<file path="src/hdl/scos_pkg.sv">
`timescale 1ns / 1ps
// ----------------------------------------------------------------------------
// scos_pkg
// Widths, codes and shared types of the sphere contact statistics block.
// ----------------------------------------------------------------------------
package scos_pkg;

   localparam int POS_W      = 32;
   localparam int RAD_W      = 31;
   localparam int DIFF_W     = 33;
   localparam int SQ_W       = 2 * DIFF_W;
   localparam int ROOT_W     = 35;
   localparam int RADICAND_W = 2 * ROOT_W;
   localparam int ENTRY_W    = 3 * POS_W + RAD_W;
   localparam int TOL_W      = 16;
   localparam int DIST_SH    = 16;
   localparam int MEAN_W     = 16;
   localparam int COORD_W    = 14;
   localparam int CONTACT_W  = 12;
   localparam int SPHERE_W   = 7;
   localparam int MEAN_FRAC  = 14;
   localparam int COORD_SH   = 9;   // contacts * 256 = pairs * 512

   localparam logic [TOL_W-1:0]     TOL_RESET     = 16'd655;
   localparam logic [MEAN_W-1:0]    MEAN_POS_MAX  = 16'h7FFF;
   localparam logic [MEAN_W-1:0]    MEAN_NEG_MAX  = 16'h8000;
   localparam logic [COORD_W-1:0]   COORD_MAX     = 14'h3FFF;
   localparam logic [CONTACT_W-1:0] CONTACT_MAX   = 12'hFFF;
   localparam logic [SPHERE_W-1:0]  SPHERE_MAX    = 7'h7F;

   typedef enum logic [4:0] {
      ST_IDLE, ST_START, ST_RD_I, ST_CAP_A, ST_RD_J, ST_DIFF,
      ST_SQ_X, ST_SQ_Y, ST_SQ_Z, ST_SQ_END, ST_SQRT, ST_SQRT_WAIT,
      ST_TMUL, ST_TEST, ST_COEF_WAIT, ST_ACC, ST_NEXT,
      ST_MEAN, ST_MEAN_WAIT, ST_COORD, ST_COORD_WAIT, ST_EMIT
   } ctl_state_type;

   typedef enum logic [4:0] {
      OP_NONE, OP_LOAD, OP_START, OP_RD_I, OP_CAP_A, OP_RD_J, OP_DIFF,
      OP_SQ_X, OP_SQ_Y, OP_SQ_Z, OP_SQ_END, OP_SQRT, OP_TMUL, OP_TEST,
      OP_ACC, OP_NEXT, OP_DIV_MEAN, OP_DIV_COORD, OP_EMIT
   } dp_op_type;

   typedef struct packed {
      logic n_small;
      logic i_last;
      logic j_last;
      logic touch;
      logic s_zero;
      logic pairs_zero;
      logic sqrt_busy;
      logic div_busy;
      logic out_busy;
   } dp_status_type;

endpackage

</file>
<file path="src/hdl/scos_ctl.sv">
`timescale 1ns / 1ps
// ----------------------------------------------------------------------------
// scos_ctl
// Sequencer for loading, the pair pass and the final averages.
// ----------------------------------------------------------------------------
module scos_ctl (
   input  logic                    clock,
   input  logic                    reset,
   input  logic                    in_valid,
   input  logic                    in_last,
   input  scos_pkg::dp_status_type status,
   output scos_pkg::dp_op_type     op,
   output logic                    in_ready
);
   import scos_pkg::*;

   ctl_state_type state_ff, state_in;

   always_ff @(posedge clock) begin
      if (reset) state_ff <= ST_IDLE;
      else state_ff <= state_in;
   end

   always_comb begin
      state_in = state_ff;
      op       = OP_NONE;
      in_ready = 1'b0;
      unique case (state_ff)
         ST_IDLE: begin
            in_ready = 1'b1;
            if (in_valid) begin
               op = OP_LOAD;
               if (in_last) state_in = ST_START;
            end
         end
         ST_START: begin
            op       = OP_START;
            state_in = status.n_small ? ST_MEAN : ST_RD_I;
         end
         ST_RD_I: begin
            op       = OP_RD_I;
            state_in = ST_CAP_A;
         end
         ST_CAP_A: begin
            op       = OP_CAP_A;
            state_in = ST_RD_J;
         end
         ST_RD_J: begin
            op       = OP_RD_J;
            state_in = ST_DIFF;
         end
         ST_DIFF: begin
            op       = OP_DIFF;
            state_in = ST_SQ_X;
         end
         ST_SQ_X: begin
            op       = OP_SQ_X;
            state_in = ST_SQ_Y;
         end
         ST_SQ_Y: begin
            op       = OP_SQ_Y;
            state_in = ST_SQ_Z;
         end
         ST_SQ_Z: begin
            op       = OP_SQ_Z;
            state_in = ST_SQ_END;
         end
         ST_SQ_END: begin
            op       = OP_SQ_END;
            state_in = ST_SQRT;
         end
         ST_SQRT: begin
            op       = OP_SQRT;
            state_in = ST_SQRT_WAIT;
         end
         ST_SQRT_WAIT: begin
            if (!status.sqrt_busy) state_in = ST_TMUL;
         end
         ST_TMUL: begin
            op       = OP_TMUL;
            state_in = ST_TEST;
         end
         ST_TEST: begin
            op       = OP_TEST;
            state_in = (status.touch && !status.s_zero) ? ST_COEF_WAIT : ST_NEXT;
         end
         ST_COEF_WAIT: begin
            if (!status.div_busy) state_in = ST_ACC;
         end
         ST_ACC: begin
            op       = OP_ACC;
            state_in = ST_NEXT;
         end
         ST_NEXT: begin
            op = OP_NEXT;
            if (!status.j_last) state_in = ST_RD_J;
            else if (status.i_last) state_in = ST_MEAN;
            else state_in = ST_RD_I;
         end
         ST_MEAN: begin
            if (status.pairs_zero) begin
               state_in = ST_EMIT;
            end else begin
               op       = OP_DIV_MEAN;
               state_in = ST_MEAN_WAIT;
            end
         end
         ST_MEAN_WAIT: begin
            if (!status.div_busy) state_in = ST_COORD;
         end
         ST_COORD: begin
            op       = OP_DIV_COORD;
            state_in = ST_COORD_WAIT;
         end
         ST_COORD_WAIT: begin
            if (!status.div_busy) state_in = ST_EMIT;
         end
         ST_EMIT: begin
            if (!status.out_busy) begin
               op       = OP_EMIT;
               state_in = ST_IDLE;
            end
         end
         default: state_in = ST_IDLE;
      endcase
   end

endmodule

</file>
<file path="config.mk">
export PLATFORM = sky130hd
export DESIGN_NAME = scos_ctl
export DESIGN_NICKNAME = d
export VERILOG_FILES = /design/src/hdl/scos_pkg.sv /design/src/hdl/scos_ctl.sv
export SDC_FILE = /design/constraint.sdc
export NUM_CORES = 1
export LEC_CHECK = 0
export BUFFER_PORTS_ARGS = -buffer_cell sky130_fd_sc_hd__buf_2
export CAP_MARGIN = 20
export CORE_MARGIN = 2
export CORE_UTILIZATION = 53
export CTS_BUF_LIST = sky130_fd_sc_hd__clkbuf_16
export DETAILED_ROUTE_END_ITERATION = 8
export PLACE_DENSITY = 0.76
export RECOVER_POWER = 25
export SLEW_MARGIN = 20
export SYNTH_ARGS = -nofsm -noshare
export SYNTH_HDL_FRONTEND = slang
export SYNTH_SLANG_ARGS = --single-unit
export TNS_END_PERCENT = 50
</file>
<file path="constraint.sdc">
create_clock -name clock -period 1.9 [get_ports clock]
set_input_delay 0.095 -clock clock [delete_from_list [all_inputs] [get_ports clock]]
set_output_delay 0.095 -clock clock [all_outputs]
set_load 0.005 [all_outputs]
</file>
==> impl_metrics.tcl, run 1 <==
set metrics [dict create \
    outcome "completed" \
    drtPass1Iterations 4 \
    placed_area_um2 948 \
    skew_ns 0.00121 \
    synth_top_family_by_area "simple AND/OR/NAND/NOR gates" \
    rsz0062_at_grt "no" \
    synthFlopType "dfxtp_1" \
    remaining_drc_errors 0 \
    routedWlPerCell_um 15.7 \
    drv_cap 0 \
    worstPathRequired_ns 1.80 \
    synth_common_cells "8 x a21oi_1, 7 x o21ai_0" \
    synthTopCellsByArea "dfxtp_1 12%, a21oi_1 4.6%, o21ai_0 4.1%" \
    setup_tns_ns 0 \
    internal_power_mw 0.766 \
    root_buffer "clkbuf_16" \
    yosys.area.top_type "dfxtp_1" \
    cts_buffers 3 \
    syn_to_final_growth_pct 20.6 \
    yosys.area_share.adder_pct 0 \
    ys_warn_count 0 \
    cp_slowest_cell "dfxtp_2" \
    fp.coreArea_um2 1520 \
    reg2reg_slack_ns 0.25 \
    dieArea_um2 1970 \
    finish.instance_area_um2 1040 \
    p_sw_mw 0.549 \
    worstPathMaxFanout 12 \
    num_antenna_cells 0 \
    hpwl_mm 1.67 \
    report.final.setup_viol 0 \
    async_reset_ff_share_pct 0 \
    postLayoutCoreUtil_pct 68.3 \
    num-fill-cells 135 \
    cts.path.max_buffers 2 \
    synthCells 112 \
    pwr_density_cell_nw_per_um2 1260 \
    path_class "reg -> out" \
    slew_viol_final 0 \
    hold_depth 2 \
    syn_area_um2 863 \
    grt_max_degree 25 \
    crit_buf_inv 2 \
    vias_per_cell 6.72 \
    clock_power_share_pct 25.8 \
    drive_gt1_share_pct 32.3 \
    slowest_delay_ns 0.39 \
    path_clk_slew_ns 0.03 \
    cp_top_family "compound AO/OA/AOI/OAI gates" \
    rows 14 \
    fin_crit_ns 1.76 \
    grt_first_pass_wirelength_mm 3.95 \
    synth_edf_count 0 \
    grt_pass1_vias 877 \
    crit_arrival_ns 1.66 \
    antenna_found_initial 0 \
    yosysMostFrequentCell "a21oi_1" \
    clock-sinks 5 \
    hold_path.class "in -> reg" \
    cts_tree "built" \
    nets 144 \
    reg_top3 "state_ff: 5 flops" \
    ff2ff_path_depth 5 \
    port_buffers 18 \
    hold_start "reset" \
    fp.dieW_um 44.4 \
    cp-start-kind "flop" \
    regMostFlops "state_ff" \
    ir_worst_vdd_mv 1.11 \
    synth_xor_area_share_pct 2.03 \
    drt-total-wl_mm 2.29 \
    synthSimpleGateAreaFrac_pct 40.7 \
    cts_max_level 1 \
    tightestPinTransition_ns 0.407 \
    synth_cell_types 48 \
    synth-compound-area-share_pct 31.6 \
    drt_iter0_drc 28 \
    ant_nets 0 \
    fmax_ghz 0.568 \
    syn_nets 125 \
    slew_headroom_pct 72.2 \
    timing.rr.end "state_ff[4]$_SDFFE_PP0P_" \
    cp_cell_sequence "buf_4 > and2b_1 > a21o_1 > a221oi_1 > a21oi_1 > buf_2" \
    p_comb_share_pct 54.6 \
    min_period_over_period_pct 92.6 \
    cp-end-kind "output port" \
    cts_setup_buffers 0 \
    place_congestion 0.929 \
    seq_area_frac_synth_pct 11.6 \
    insertion_delay_ns 0.23 \
    crit-reg2reg-launch "state_ff[4]$_SDFFE_PP0P_" \
    holdPathEnd "state_ff[3]$_SDFFE_PP0P_" \
    swShare_pct 41.8 \
    largest_reg_flops 5 \
    grtUsageTotal_pct 26.4 \
    finalHoldViolations 0 \
    grt_overflow 0 \
    io_pins 19 \
    p_seq_share_pct 19.6 \
    dr_total_vias 981 \
    postSynthAreaPerCell_um2 7.71 \
    yosysTopAreaCellShare_pct 11.6 \
    leakage_nw 0.427 \
    synth-seq-cells 5 \
    synthMuxAreaShare_pct 1.16 \
    dieHeight_um 44.4 \
    initial_core_util_pct 56.7 \
]
[how the worst max path moves through the flow]
stage / start / to / slack (ns) / cells past startpoint
global route: state_ff[4]$_SDFFE_PP0P_ / op[1] / 0.02 / 5
CTS: state_ff[0]$_SDFFE_PP0P_ / op[1] / 0.07 / 5
detailed placement: state_ff[1]$_SDFFE_PP0P_ / state_ff[4]$_SDFFE_PP0P_ / 0.14 / 4
floorplan: state_ff[1]$_SDFFE_PP0P_ / state_ff[1]$_SDFFE_PP0P_ / 0.52 / 5
finish: state_ff[3]$_SDFFE_PP0P_ / op[1] / 0.14 / 6
global placement: state_ff[1]$_SDFFE_PP0P_ / state_ff[4]$_SDFFE_PP0P_ / 0.18 / 4
[final cells by class]
cell class	instances	area [µm²]	area share [%]
Multi-Input combinational cell	89	661	63.5
Timing Repair Buffer	27	158	15.1
Sequential cell	5	105	10.1
Clock buffer	3	75.1	7.21
Tap cell	16	20.0	1.92
Inverter	5	18.8	1.80
Clock inverter	1	3.75	0.361
[through the flow]
stage	setup WS, ns	hold slack, ns	std cells	power (mW)
after floorplan	0.524	0.172	112	0.761
after global placement	0.180	0.314	142	0.933
after detailed placement	0.139	0.319	142	0.948
after CTS	0.0688	0.0895	146	1.29
after global routing	0.0209	0.0916	146	1.42
final	0.140	0.0808	146	1.32
[timing repair]
item | in CTS | in global routing
resized for setup | 1 | 4
hold buffers | 0 | 0
endpoints found under the setup margin | 1 | 4
[layout by cell type, fill, tap and decap left out, drive strengths merged, types with 3 or more instances in the layout]
master	n
nor4b	3
inv	6
a31oi	3
and3b	3
nor2b	4
nor2	5
o21ai	7
buf	27
clkbuf	3
nand4	4
nand2b	4
nor3	5
dfxtp	5
o2bb2ai	5
a21oi	8
[layer usage]
metal  up-vias  routed length [µm]  track usage [%]
li1        477                   -                -
met1       450                1050             36.1
met2        50                1020             41.5
met3         4                 193             7.76
met4         0                  28             4.85
met5         -                   0                0
[logic make-up after synthesis]
logic type / count (synthesis)
compound gates: 38
flops: 5
buf+inv: 18
simple gates: 48
mux: 1
xor+xnor: 2
[power groups by stage]
stage	logic, mW	clock network (mW)	registers, mW
2_1_floorplan	0.613	0	0.147
3_3_place_gp	0.689	0	0.244
3_5_place_dp	0.701	0	0.247
4_1_cts	0.703	0.342	0.248
5_1_grt	0.795	0.353	0.274
6_report	0.718	0.339	0.258
(Power assumes the default switching activity.)
==> run 2, diff against run 1 <==
--- a/config.mk
+++ b/config.mk
@@ -11,6 +11,7 @@
 export CORE_UTILIZATION = 53
 export CTS_BUF_LIST = sky130_fd_sc_hd__clkbuf_16
 export DETAILED_ROUTE_END_ITERATION = 8
+export HOLD_SLACK_MARGIN = 0.15
 export PLACE_DENSITY = 0.76
 export RECOVER_POWER = 25
 export SLEW_MARGIN = 20
==> run 2 against run 1 <==
Cell count increased by 0.68%. Worst hold slack improved by 0.23 ns. Sequential share of layout area decreased by 0.096 points. Combinational power about the same. Clock skew decreased by 0.00089 ns. Global-route usage decreased by 0.084 points. Worst setup slack got worse by 0.012 ns. Non-clock buffer count increased by 1. Largest power group unchanged. Highest routed layer unchanged.
==> impl_metrics.tcl, run 2 (synthesis gave the netlist of run 1 again) <==
set metrics [dict create \
    outcome "completed" \
    cp-start-kind "flop" \
    num_antenna_cells 0 \
    dieArea_um2 1970 \
    grtUsageTotal_pct 26.3 \
    cts_tree "built" \
    root_buffer "clkbuf_16" \
    fin_crit_ns 1.77 \
    drtPass1Iterations 4 \
    slew_headroom_pct 72.6 \
    layout_common_cells "18 x buf_2, 9 x buf_4, 8 x a21oi_1" \
    cp_slowest_cell "dfxtp_2" \
    drt-total-wl_mm 2.30 \
    grt_pass1_vias 877 \
    power_mw 1.32 \
    rsz0062_at_grt "no" \
    path_clk_slew_ns 0.03 \
    ant_nets 0 \
    report.final.setup_viol 0 \
    drv_cap 0 \
    swShare_pct 41.7 \
    rows 14 \
    endpoint "op[1]" \
    crit-reg2reg-launch "state_ff[4]$_SDFFE_PP0P_" \
    vias_per_cell 6.73 \
    ff2ff_path_depth 5 \
    leakage_nw 0.431 \
    slowest_delay_ns 0.39 \
    cts_max_level 1 \
    clock_power_share_pct 25.7 \
    antenna_found_initial 0 \
    pwr_density_cell_nw_per_um2 1250 \
    slew_viol_final 0 \
    drt_iter0_drc 28 \
    fp.coreArea_um2 1520 \
    largest_reg_flops 5 \
    whs_ns 0.312 \
    initial_core_util_pct 56.7 \
    ir_worst_vdd_mv 1.05 \
    p_sw_mw 0.549 \
    worstPathRequired_ns 1.80 \
    tightestPinTransition_ns 0.401 \
    hpwl_mm 1.67 \
    layout_commonest_cell "buf_2" \
    io_pins 19 \
    grt_first_pass_wirelength_mm 3.94 \
    p_seq_share_pct 19.6 \
    nets 145 \
    hold_path.class "in -> reg" \
    cts.path.max_buffers 2 \
    path_class "reg -> out" \
    postLayoutCoreUtil_pct 69.0 \
    port_buffers 18 \
    syn_to_final_growth_pct 21.7 \
    reg_top3 "state_ff: 5 flops" \
    drive_gt1_share_pct 32.1 \
    dieHeight_um 44.4 \
    remaining_drc_errors 0 \
    regMostFlops "state_ff" \
    cts_setup_buffers 0 \
    skew_ns 0.000314 \
    routedWlPerCell_um 15.6 \
    fp.dieW_um 44.4 \
    finalHoldViolations 0 \
    timing.rr.end "state_ff[4]$_SDFFE_PP0P_" \
    startpoint "state_ff[3]$_SDFFE_PP0P_" \
    insertion_delay_ns 0.22 \
    worstPathMaxFanout 12 \
    num-fill-cells 133 \
    clock-sinks 5 \
    dr_total_vias 990 \
    p_comb_share_pct 54.7 \
    setup_tns_ns 0 \
    cp-end-kind "output port" \
    crit_arrival_ns 1.68 \
    reg2reg_slack_ns 0.26 \
    cp_cell_sequence "buf_4 > and2b_1 > a21o_1 > a221oi_1 > a21oi_1 > buf_2" \
    internal_power_mw 0.767 \
    min_period_over_period_pct 93.2 \
    grt_max_degree 25 \
    grt_overflow 0 \
    place_congestion 0.929 \
    fmax_ghz 0.565 \
    cts_buffers 3 \
]
==> run 2: through the flow <==
stage | cells | setup WS (ns) | instance area (µm²)
after floorplan | 112 | 0.524 | 863
after global placement | 142 | 0.180 | 948
after detailed placement | 142 | 0.139 | 948
after CTS | 147 | 0.0688 | 1040
after global routing | 147 | 0.0209 | 1050
final | 147 | 0.129 | 1050
==> run 2: timing repair <==
| action | CTS | global route |
|---|---|---|
| endpoints found under the setup margin | 1 | 4 |
| hold endpoints to repair | 2 | 0 |
| gates resized for setup | 1 | 4 |
| pin swaps | 0 | 0 |
| gates cloned | 0 | 0 |
| hold buffers | 1 | 0 |
==> run 2: cell type report <==
class / count / area [µm²] / area share (%)
sequential: 5 / 105 / 10.0
clock buffer: 3 / 75.1 / 7.14
clock inverter: 1 / 3.75 / 0.357
tap: 16 / 20.0 / 1.90
timing repair buffer: 28 / 168 / 16.0
multi-input combinational: 89 / 661 / 62.9
inverter: 5 / 18.8 / 1.79
==> run 2: critical path: cells and delay by family, from the launching register on <==
family	cells	cell delay, ns
and+or+nand+nor	1	0.20
buffers and inverters	2	0.32
DFF	1	0.39
AOI/OAI and AO/OA	3	0.52
==> run 2: routing by layer <==
metal	GRT usage, %	routed length [µm]	up-vias
met5	0	0	-
met4	4.85	45	0
met3	7.76	200	6
met2	41.5	1020	53
met1	35.9	1030	453
li1	-	-	478
==> run 2: power groups by stage <==
stage                     sequential (mW)  clock (mW)  combinational [mW]
after floorplan                     0.147           0               0.613
after global placement              0.244           0               0.689
after detailed placement            0.247           0               0.701
final                               0.257       0.338               0.720
after CTS                           0.248       0.342               0.704
after global routing                0.274       0.354               0.796
==> run 2: how the worst min path moves through the flow <==
| stage | startpoint | endpoint | slack (ns) | cells after the start |
|---|---|---|---|---|
| floorplan | reset | state_ff[3]$_SDFFE_PP0P_ | 0.17 | 1 |
| global placement | reset | state_ff[3]$_SDFFE_PP0P_ | 0.31 | 2 |
| detailed placement | reset | state_ff[3]$_SDFFE_PP0P_ | 0.32 | 2 |
| CTS | status[0] | state_ff[0]$_SDFFE_PP0P_ | 0.31 | 3 |
| global route | status[0] | state_ff[0]$_SDFFE_PP0P_ | 0.35 | 3 |
| finish | status[0] | state_ff[0]$_SDFFE_PP0P_ | 0.31 | 3 |
==> run 3, diff against run 2 <==
--- a/config.mk
+++ b/config.mk
@@ -5,14 +5,15 @@
 export SDC_FILE = /design/constraint.sdc
 export NUM_CORES = 1
 export LEC_CHECK = 0
+export ABC_AREA = 1
 export BUFFER_PORTS_ARGS = -buffer_cell sky130_fd_sc_hd__buf_2
 export CAP_MARGIN = 20
 export CORE_MARGIN = 2
-export CORE_UTILIZATION = 53
+export CORE_UTILIZATION = 51
 export CTS_BUF_LIST = sky130_fd_sc_hd__clkbuf_16
 export DETAILED_ROUTE_END_ITERATION = 8
 export HOLD_SLACK_MARGIN = 0.15
-export PLACE_DENSITY = 0.76
+export PLACE_DENSITY = 0.75
 export RECOVER_POWER = 25
 export SLEW_MARGIN = 20
 export SYNTH_ARGS = -nofsm -noshare
==> run 3 against run 2 <==
Via count rose by 5.6%. Cell area fell by 12%. Core utilization rose by 1.0 points. Clock-buffer cell count did not move. First-iteration DRC count rose by 100%. Synthesized area fell by 15%. Die area fell by 11%. Synthesized cell count rose by 21%. Clock skew rose by 0.0044 ns. Highest routed layer unchanged.
==> impl_metrics.tcl, run 3 <==
set metrics [dict create \
    grtUsageTotal_pct 28.5 \
    yosys.area.top_type "nand2_1" \
    remaining_drc_errors 0 \
    setup_tns_ns 0 \
    crit_arrival_ns 1.76 \
    ir_worst_vdd_mv 0.739 \
    rsz0062_at_grt "no" \
    root_buffer "clkbuf_16" \
    synth-seq-cells 5 \
    cts_buffers 3 \
    cts.path.max_buffers 2 \
    hold_buffers 1 \
    slew_viol_final 0 \
    tightestPinTransition_ns 0.512 \
    syn_nets 149 \
    hpwl_mm 1.90 \
    drt-total-wl_mm 2.42 \
    drtPass1Iterations 5 \
    grt_first_pass_wirelength_mm 3.92 \
    rows 13 \
    insertion_delay_ns 0.23 \
    synth_common_cells "40 x nand2_1, 21 x nor2_1, 17 x nand3_1" \
    cp-end-kind "output port" \
    synth_cell_types 23 \
    initial_core_util_pct 55.6 \
    worstPathMaxFanout 8 \
    path_clk_slew_ns 0.03 \
    synthTopCellsByArea "nand2_1 21%, dfxtp_1 14%, nand3_1 12%" \
    routedWlPerCell_um 14.0 \
    fmax_ghz 0.540 \
    grt_pass1_vias 915 \
    path_class "reg -> out" \
    synthFlopType "dfxtp_1" \
    grt_overflow 0 \
    yosysMostFrequentCell "nand2_1" \
    layout_common_cells "40 x nand2_1, 22 x nor2_1, 18 x buf_2" \
    finalHoldViolations 0 \
    cp-start-kind "flop" \
    syn_to_final_growth_pct 26.0 \
    post_cts_resized 0 \
    reg_top3 "state_ff: 5 flops" \
    dr_total_vias 1045 \
    io_pins 19 \
    hold_path.class "in -> reg" \
    pwr_density_cell_nw_per_um2 1010 \
    fp.coreArea_um2 1320 \
    vias_per_cell 6.04 \
    yosysTopAreaCellShare_pct 20.5 \
    cts_tree "built" \
    worstPathRequired_ns 1.80 \
    power_mw 0.933 \
    syn_area_um2 732 \
    skew_ns 0.00476 \
    dieHeight_um 41.9 \
    dieArea_um2 1750 \
    fp.dieW_um 41.9 \
    port_buffers 18 \
    antenna_found_initial 0 \
    cts_setup_buffers 0 \
    min_period_over_period_pct 97.5 \
    grt_max_degree 13 \
    fin_crit_ns 1.85 \
    seq_area_frac_synth_pct 13.7 \
    place_congestion 0.888 \
    num-fill-cells 140 \
    postSynthAreaPerCell_um2 5.38 \
    ant_nets 0 \
    slew_headroom_pct 65.5 \
    largest_reg_flops 5 \
    ys_warn_count 0 \
    layout_commonest_cell "nand2_1" \
    drive_gt1_share_pct 25.3 \
    outcome "completed" \
    drt_iter0_drc 57 \
    synthCells 136 \
    report.final.setup_viol 0 \
    nets 172 \
    synth_edf_count 0 \
    drv_cap 0 \
    num_antenna_cells 0 \
    regMostFlops "state_ff" \
    cts_max_level 1 \
    leakage_nw 0.560 \
    async_reset_ff_share_pct 0 \
    clock-sinks 5 \
]
run 3: cell types whose count changed after synthesis, moves of 4 or more:
cell,before,now
nor2_2,0,7
buf_2,5,1
nor2b_1,4,0
o2bb2ai_1,4,0
nand3_1,0,17
o21ai_0,7,1
a21oi_1,8,4
inv_1,5,10
nand2b_1,4,0
nand3_2,0,4
nand4_1,4,8
nor2_1,5,21
nand2_1,1,40
inv_2,0,4
run 3: path summary, 6_finish.rpt:
kind | from | to | slack (ns) | depth (start not counted)
setup reg to reg | state_ff[2]$_SDFFE_PP0P_ | state_ff[2]$_SDFFE_PP0P_ | 0.25 | 8
hold reg to reg | state_ff[2]$_SDFFE_PP0P_ | state_ff[2]$_SDFFE_PP0P_ | 0.55 | 2
setup / recovery | state_ff[4]$_SDFFE_PP0P_ | op[1] | 0.05 | 5
hold / removal | status[1] | state_ff[4]$_SDFFE_PP0P_ | 0.20 | 4
run 3: stage by stage:
step,instance area [µm²],utilization (%),std cells,setup slack [ns],hold slack [ns]
global route,922,70.0,173,0.0238,0.232
finish,922,70.0,173,0.0480,0.201
CTS,925,70.2,173,0.170,0.204
global placement,836,63.4,168,0.412,0.323
detailed placement,836,63.4,168,0.310,0.329
floorplan,732,-,136,0.653,0.164
run 3: final cells by class:
type,count,area [µm²],share of cell area [%]
Multi-Input combinational cell,115,564,61.2
Timing Repair Buffer,20,108,11.7
Sequential cell,5,100,10.9
Clock buffer,3,75.1,8.14
Inverter,14,52.6,5.70
Tap cell,15,18.8,2.04
Clock inverter,1,3.75,0.407
run 3: metal layers:
layer | GRT usage [%] | vias to the layer above | wire length (µm)
met2 | 46.6 | 69 | 1170
met4 | 5.81 | 0 | 36
li1 | - | 493 | -
met3 | 8.70 | 6 | 268
met1 | 36.9 | 477 | 947
met5 | 0 | - | 0
run 3: power breakdown:
group	internal [mW]	total, mW	switching [mW]
Clock	0.273	0.348	0.0752
Combinational	0.153	0.430	0.277
Sequential	0.122	0.154	0.0319
run 3: cells by family (layout without fill, tap and decap cells):
logic type | count (synthesis) | count (layout) | synth area share (%)
AOI/OAI and AO/OA | 9 | 9 | 7.69
DFF | 5 | 5 | 13.7
and+or+nand+nor | 106 | 106 | 69.7
buffers and inverters | 16 | 38 | 8.89
run 3: critical path: stages, from the launching register on:
cell     delay (ns)
dfxtp_1        0.47
inv_1          0.22
nor4_1         0.53
nor3b_1        0.11
nand4_1        0.09
buf_2          0.11
